<file path="src/sv/gefk_cell.sv">
`timescale 1ns / 1ps
`default_nettype none
// ----------------------------------------------------------------------------
// gefk_cell: one slot of the rotating token ring
// Takes its neighbor's element each cycle, or a freshly written element.
// ----------------------------------------------------------------------------
module gefk_cell (
	input  wire logic               clk,
	input  wire logic signed [31:0] nbr,
	input  wire logic               load,
	input  wire logic signed [31:0] wdata,
	output logic signed [31:0]      q
);
	logic signed [31:0] data_q;

	always_ff @(posedge clk) begin
		data_q <= load ? wdata : nbr;
	end

	assign q = data_q;
endmodule
`default_nettype wire

</file>
<file path="config.mk">
export PLATFORM = sky130hd
export DESIGN_NAME = gefk_cell
export DESIGN_NICKNAME = d
export VERILOG_FILES = /design/src/sv/gefk_cell.sv
export SDC_FILE = /design/constraint.sdc
export NUM_CORES = 1
export LEC_CHECK = 0
export ABC_AREA = 1
export BUFFER_PORTS_ARGS = -buffer_cell sky130_fd_sc_hd__buf_2
export CORE_ASPECT_RATIO = 0.75
export CORE_MARGIN = 2
export CORE_UTILIZATION = 28
export DETAILED_ROUTE_END_ITERATION = 6
export SLEW_MARGIN = 20
export SYNTH_ARGS = -nofsm -noshare
export SYNTH_HDL_FRONTEND = slang
export SYNTH_SLANG_ARGS = --single-unit
</file>
<file path="constraint.sdc">
create_clock -name clk -period 1.78 [get_ports clk]
set_input_delay 0.356 -clock clk [delete_from_list [all_inputs] [get_ports clk]]
set_output_delay 0.356 -clock clk [all_outputs]
set_load 0.005 [all_outputs]
</file>
---- Yosys cells after proc, flatten, opt, wreduce, memory -nomap -nowiden ----
Index checks and enable logic that the tools add are counted.
cells by class
  mux-type cells .......................... 1
operators by type and width
  cell      number
  $mux W32  1
word-level totals
  register bits after elaboration ......... 32
  output and inout bits ................... 32
  logic and storage cells ................. 2

---- Depth between registers and ports, before layout ----
Gate-level depths: netlist of the first run.
  depth after elaboration ................. 1
  gate-level depth with buffers ........... 5
  gate-level depth less buffers ........... 3

---- Worst setup path before layout of the first run ----
No wires, ideal clock.
  path type ............................... in2reg
  from .................................... input port load
  to ...................................... register data_q[0] (netlist: q[0])
  setup time .............................. 0.112 ns
  arrival time ............................ 0.719 ns
  required time ........................... 1.668 ns
  path slack .............................. 0.950 ns
  stages on the path ...................... 5
  path through ............................ buf_6 > inv_8 > buf_12 > nand2_2 > nand2_1
on the way
  cells in the longest elaborated chain, start to end .. 1
ends and longest elaborated chain
  element               line  text
  start, declared       10    input wire logic load,
  $mux W32              17    data_q <= load ? wdata : nbr;
  end signal, assigned  17
  end, declared         14    logic signed [31:0] data_q;
Every way passes these cells.

---- Worst setup path in the final report of the first run ----
  from .................................... register data_q[8] (netlist: q[8])
  to ...................................... output port q[8]
RTL lines
  element        line  text
  end, declared  12    output logic signed [31:0] q
No word-level cell between the ends.

==> impl_results.md, run 1 <==
- CTS Hold Bufs: 0
- Worst slew pin tran: 0.449 ns
- Max Cap Viol: 0
- Detail Route Antenna Nets: 0
- Vias: 1111
- Peak VDD IR: 0.000444 V
- Pwr per Cell Area: 922 mW/mm2
- Global route total overflow: 0
- Final hold violation count: 0
- Critical Path Max Stage Delay: 0.32 ns
- Core Area: 0.00376 mm2
- Multiplexer share of the synthesized area: 0%
- Req. time, crit path: 1.42 ns
- Synthesized area: 0.00113 mm2
- Vias/cell: 3.87
- DR iter-0 viols: 23
- Fmax: 0.953 GHz
- Hold WC Path Type: in -> reg
- Num ports: 98
- Simple-gate share of the synthesized area: 34.0%
- Yosys Warn Count: 0
- Hold Path Stages: 3
- Post-layout total power: 1.55 mW
- Clock root cell: clkbuf_8
- Final WL: 2710 um
- # port buffers: 97
- Gate Count Post-Synth: 136
- Fin crit period: 1.05 ns
- Rows: 19
- Seq/Total Area, Yosys: 56.6%
- Main combinational cell family by area after synthesis: simple AND/OR/NAND/NOR gates
- Sum Neg Setup Slack: 0 ns
- Leakage power: 0.999 nW
- # diodes: 0
- Max Transition Viols Final: 0
- DRC viols: 0
- H-tree Lvls: 2
- Final Cycle Share: 58.9%
- Worst-case clock buffer depth: 2
- Slew HR: 70.0%
- Startpoint Class: flop
- Synth Area in Compound Gates: 0%
- Max FFs per register: 32
- Vias in the first global route: 1077
- Clk slew on worst S/H paths: 0.06 ns
- Clock Sink Count: 32
- CP endpoint kind: output pin
- Die H: 59.1 um
- Total CTS buffers: 5
- Run status: finished clean
- Synthesized area per cell: 8.33 um2
- RSZ-0062 raised after global routing: no
- Crit path from: q[8]
- Critical path class: reg -> out
- DIE AREA: 0.00457 mm2
- Nets: 300
- Post-DP HPWL: 2110 um
- CTS tree: yes
- Layout cells sized above 1: 48.9%
- Critical-path top delay cell: dfxtp_1
- Worst Setup EP: q[8]
- CP bufs+invs: 1
- Adder-Cell Fraction of Synth Area: 0%
- Initial antenna violation count: 0
- Synthesis-to-layout area growth: 48.8%
- Max FO, Critical Path: 1
- Setup Fix Bufs, Post-CTS: 0
- DRT Pass-1 Iters: 4
- Gr usage total: 12.5%
- Initial Util: 30.1%
- Die W: 77.4 um
- Pin count of the biggest net entering global routing: 33
- RD Place Congestion: 0.760
- Distinct cell type count after synthesis: 7
- Flops & latches, synth: 32
- WP data arrival: 0.69 ns
- Critical path, cell by cell: buf_2
- Xor/xnor share of the synthesized area: 0%
- Global-route wire length before repair: 4480 um
- Wire per inst: 9.43 um
- Post_cts resized: 0
- Kind of cell adding the most delay to the critical path: flip-flops
- Post-synth net total: 202
- CP Depth: 1
- Setup Viol. Count Final: 0
==> metrics by stage <==
step / instances / hold WS (ns) / area [um2] / utilization [%] / setup slack (ns)
3_3_place_gp: 279 / 0.545 / 1600 / 42.5 / 0.578
3_5_place_dp: 279 / 0.549 / 1600 / 42.5 / 0.559
6_report: 287 / 0.270 / 1690 / 44.9 / 0.731
2_1_floorplan: 136 / 0.453 / 1130 / - / 0.950
4_1_cts: 287 / 0.259 / 1690 / 44.9 / 0.716
5_1_grt: 287 / 0.253 / 1690 / 44.9 / 0.679
==> cell type report <==
cell class	instances	area [um2]
Clock buffer	8	90.1
Fill cell	423	2070
Inverter	1	11.3
Multi-Input combinational cell	96	385
Sequential cell	32	641
Tap cell	52	65.1
Timing Repair Buffer	98	493
==> cells in the mapped netlist <==
library cell	instances	area share, %
buf_6	3	3.0
nand2_1	86	29
clkbuf_8	3	3.6
dfxtp_1	32	57
inv_8	1	0.99
nand2_2	10	5.5
buf_12	1	1.8
==> power by group <==
group,leakage [nW],internal (mW),switching [mW]
combinational,0.684,0.115,0.101
clock,0.0455,0.315,0.237
sequential,0.270,0.774,0.0119
total,0.999,1.20,0.350
==> cells by family after synthesis <==
family,after synthesis
flip-flops,32
buffers and inverters,8
AND/OR/NAND/NOR,96
==> worst min path at each step <==
stage | slack, ns | startpoint | to
finish | 0.27 | nbr[25] | q[25]
global route | 0.25 | nbr[13] | q[13]
CTS | 0.26 | nbr[25] | q[25]
detailed placement | 0.55 | nbr[15] | q[15]
global placement | 0.55 | nbr[18] | q[18]
floorplan | 0.45 | nbr[0] | q[0]
==> routing by layer <==
metal	routed length, um	vias up	GRT usage [%]
met5	0	-	0
met1	1230	455	14.9
met4	58	0	7.65
met2	1190	53	20.1
met3	233	7	3.96
li1	-	596	-
==> cells in the final DEF, fill, tap and decap left out <==
cell type / synthesis / final
inv_8: 1 / 1
nand2_1: 86 / 86
clkbuf_8: 3 / 6
dfxtp_1: 32 / 32
nand2_2: 10 / 10
buf_4: 0 / 1
buf_2: 0 / 97
clkbuf_1: 0 / 2
Note: power is estimated with default switching activity, not from simulation.
==> run 2, diff against run 1 <==
- ABC_AREA: 1 -> 0
- clock period: 1.78 -> 1.1 ns (I/O delays scaled with it)
==> impl_results.md, run 2 <==
- Run status: finished clean
- Final core area utilization: 44.4%
- Initial Util: 29.2%
- Internal Power: 2.04 mW
- Critical-path top delay cell: dfxtp_1
- FF+latch area: 641 um2
- Distinct cell type count after synthesis: 5
- Core Area: 0.00405 mm2
- Total CTS buffers: 5
- Clock Sink Count: 32
- Synthesis-to-layout area growth: 52.0%
- Post-synth net total: 134
- Setup Fix Bufs, Post-CTS: 0
- Nets: 236
- CP Depth: 1
- Post-layout total power: 2.59 mW
- Most frequent cells in the layout: 97 x buf_2, 32 x dfxtp_1, 30 x mux2_4
- Fmax: 1.08 GHz
- Synthesized area: 0.00118 mm2
- Fraction of registers with async set/reset: 0%
- Yosys Warn Count: 0
- Post-synth EDFFs: 0
- CTS tree: yes
- Most common cell after layout, fill and taps aside: buf_2
- Rows: 20
- Worst-case clock buffer depth: 2
- # diodes: 0
- Final hold violation count: 0
- RSZ-0062 raised after global routing: no
- DRT Pass-1 Iters: 2
- Reg power frac: 49.2%
- Startpoint Class: flop
- Die H: 60.3 um
- Max Transition Viols Final: 0
- Layout cells sized above 1: 81.3%
- CP bufs+invs: 1
- Multi-input gate area: 473 um2
- Initial antenna violation count: 0
- WP data arrival: 0.70 ns
- Gate Count Post-Synth: 68
- Global route total overflow: 0
- Req. time, crit path: 0.88 ns
- Main area contributors after synthesis: dfxtp_1 54%, mux2_4 38%, buf_12 5.1%, mux2_2 1.9%, buf_6 0.95%
- Critical path class: reg -> out
- Crit path from: q[17]
- H-tree Lvls: 2
- # port buffers: 97
- Fill cells: 400
- Count leader, synth: dfxtp_1
- Final WL: 2640 um
- Setup Viol. Count Final: 0
- Hold_sp: nbr[21]
- Vias in the first global route: 946
- Gr usage total: 10.8%
- Sum Neg Setup Slack: 0 ns
- Seq/Total Area, Yosys: 54.1%
- Vias/cell: 4.01
- Worst slew pin tran: 0.146 ns
- Kind of cell adding the most delay to the critical path: flip-flops
- Num ports: 98
- Final Cycle Share: 84.0%
- Detail Route Antenna Nets: 0
- Post_cts resized: 0
- Wire per inst: 11.7 um
- Net Sw Power: 0.553 mW
- Synth Flop Type: dfxtp_1
- DRC viols: 0
- Peak VDD IR: 0.000560 V
- DR iter-0 viols: 4
- Synth top cells by count: 32 x dfxtp_1, 30 x mux2_4, 3 x buf_12, 2 x mux2_2, 1 x buf_6
- Vias: 907
- Clk slew on worst S/H paths: 0.07 ns
- Post-synth top area share: 54.1%
- CTS Hold Bufs: 0
- Fin crit period: 0.924 ns
- Max FO, Critical Path: 1
- Clock share of power: 34.7%
- Max Cap Viol: 0
- Fin worst setup slack: 0.176 ns
- Slew HR: 90.3%
- Leakage power: 0.976 nW
- Worst Setup EP: q[17]
- Critical Path Max Stage Delay: 0.32 ns
- Critical path, cell by cell: buf_2
- RD Place Congestion: 0.685
- Die W: 79.1 um
- Clock root cell: clkbuf_8
- Global-route wire length before repair: 3820 um
- Hold Path Stages: 2
- Post-synth top area cell: dfxtp_1
- Pin count of the biggest net entering global routing: 20
- Place WS: 0.0672 ns
- Synthesized area per cell: 17.4 um2
- Combinational fraction of design power: 16.1%
- Hold WC Path Type: in -> reg
- Pwr per Cell Area: 1440 mW/mm2
- CP endpoint kind: output pin
- Max FFs per register: 32
- Flops & latches, synth: 32
- Net Sw Frac: 21.4%
- DIE AREA: 0.00477 mm2
- Post-DP HPWL: 2160 um
-- run 2: area by class of cell --
cell class | instances | share of cell area (%)
Tap cell | 55 | 3.82
Timing Repair Buffer | 99 | 29.2
Clock buffer | 6 | 4.59
Clock inverter | 2 | 0.556
Sequential cell | 32 | 35.6
Multi-Input combinational cell | 32 | 26.3
-- run 2: cell families after synthesis --
family / count (synthesis) / synth area share, %
mux: 32 / 39.9
flops: 32 / 54.1
buf+inv: 4 / 6.02
-- run 2: power by group through the flow --
stage / logic, mW / registers [mW] / clock network (mW)
finish: 0.418 / 1.27 / 0.898
global route: 0.449 / 1.28 / 1.00
CTS: 0.425 / 1.28 / 0.951
detailed placement: 0.423 / 1.30 / 0
global placement: 0.411 / 1.30 / 0
floorplan: 0.199 / 1.32 / 0
-- run 2: layer usage --
| metal | GRT usage (%) | vias up | routed length, um | share of wire [%] |
|---|---|---|---|---|
| met5 | 0 | - | 0 | 0 |
| li1 | - | 435 | - | - |
| met1 | 9.70 | 409 | 926 | 35 |
| met3 | 3.42 | 2 | 304 | 12 |
| met4 | 7.39 | 0 | 13 | 0.49 |
| met2 | 21.1 | 61 | 1400 | 53 |
-- run 2: worst min-delay path by stage --
stage	slack [ns]	to
2_1_floorplan	0.36	q[0]
3_3_place_gp	0.45	q[2]
3_5_place_dp	0.45	q[2]
4_1_cts	0.15	q[21]
5_1_grt	0.15	q[2]
6_report	0.17	q[21]
-- run 2: through the flow --
stage | hold slack [ns] | instances | cell area (um2)
finish | 0.165 | 226 | 1800
global route | 0.150 | 226 | 1800
CTS | 0.152 | 226 | 1800
detailed placement | 0.448 | 218 | 1710
global placement | 0.445 | 218 | 1710
floorplan | 0.363 | 68 | 1180
==> run 3, diff against run 2 <==
- clock period: 1.1 -> 0.9 ns (I/O delays scaled with it)
==> impl_results.md, run 3 (synthesis results as in run 2) <==
- Hold WC Path Type: in -> reg
- Slew HR: 91.4%
- Fin worst setup slack: 0.0170 ns
- Num ports: 98
- Wire per inst: 11.7 um
- Layout cells sized above 1: 87.7%
- CP bufs+invs: 1
- Initial Util: 29.2%
- Most common cell after layout, fill and taps aside: buf_2
- Critical Path Max Stage Delay: 0.31 ns
- Detail Route Antenna Nets: 0
- DRT Pass-1 Iters: 2
- Synthesis-to-layout area growth: 55.4%
- Die W: 79.1 um
- Critical path, cell by cell: buf_2
- Initial antenna violation count: 0
- Vias in the first global route: 905
- Rows: 20
- Critical-path top delay cell: dfxtp_2
- Max FFs per register: 32
- Hold_sp: wdata[7]
- Setup Viol. Count Final: 0
- CP endpoint kind: output pin
- Post-layout total power: 3.12 mW
- Vias: 907
- Nets: 237
- Global-route wire length before repair: 3860 um
- Vias/cell: 4.01
- Total CTS buffers: 5
- Max Transition Viols Final: 0
- Die H: 60.3 um
- CTS tree: yes
- WP data arrival: 0.70 ns
- Worst slew pin tran: 0.129 ns
- Setup Fix Bufs, Post-CTS: 0
- Pwr per Cell Area: 1690 mW/mm2
- DRC viols: 0
- Sum Neg Setup Slack: 0 ns
- Clk slew on worst S/H paths: 0.07 ns
- Req. time, crit path: 0.72 ns
- # diodes: 0
- Worst-case clock buffer depth: 2
- Clock root cell: clkbuf_8
- Pin count of the biggest net entering global routing: 15
- Run status: finished clean
- Leakage power: 0.980 nW
- Final core area utilization: 45.4%
- Clock Sink Count: 32
- DIE AREA: 0.00477 mm2
- Final hold violation count: 0
- Startpoint Class: flop
- CTS Hold Bufs: 0
- Crit path from: q[9]
- Max FO, Critical Path: 1
- Core Area: 0.00405 mm2
- Most frequent cells in the layout: 92 x buf_2, 30 x mux2_4, 21 x dfxtp_1
- RSZ-0062 raised after global routing: yes
- Global route total overflow: 0
- Fin crit period: 0.883 ns
- Kind of cell adding the most delay to the critical path: flip-flops
- Final Cycle Share: 98.1%
- Fmax: 1.13 GHz
- Max Cap Viol: 0
- H-tree Lvls: 2
- DR iter-0 viols: 11
- Critical path class: reg -> out
- # port buffers: 97
- Fill cells: 386
- Peak VDD IR: 0.000842 V
- Place WS: -0.0756 ns
- RD Place Congestion: 0.628
- Gr usage total: 11.0%
- Final WL: 2650 um
[run 3: area by class of cell]
class	count	area, um2	share of cell area, %
clock buffers	5	68.8	3.74
multi-input cells	32	473	25.7
well taps	55	68.8	3.74
clock inverters	2	12.5	0.679
flip-flops and latches	32	654	35.5
repair buffers	100	564	30.6
[run 3: metal layers]
| metal | wire [um] | track usage (%) | part of all wire [%] |
|---|---|---|---|
| met1 | 913 | 9.97 | 35 |
| met2 | 1440 | 21.2 | 54 |
| met3 | 273 | 4.02 | 10 |
| met4 | 21 | 7.39 | 0.79 |
| met5 | 0 | 0 | 0 |
[run 3: final timing paths]
check / to / slack (ns) / depth (start not counted)
max: q[9] / 0.02 / 1
min: q[7] / 0.12 / 2
[run 3: power by group]
part | switching [mW] | internal [mW]
Sequential | 0.0307 | 1.54
Combinational | 0.164 | 0.371
Clock | 0.492 | 0.522
[run 3: through the flow]
stage | std cells | area (um2) | hold WS (ns)
detailed placement | 219 | 1720 | 0.408
finish | 226 | 1840 | 0.121
global placement | 219 | 1720 | 0.406
global route | 226 | 1840 | 0.101
floorplan | 68 | 1180 | 0.323
CTS | 226 | 1800 | 0.112
[run 3: timing repair]
item                                    in CTS  in global routing
endpoints found under the setup margin       2                 24
endpoints found under the hold margin        0                  0
resized for setup                            2                 14
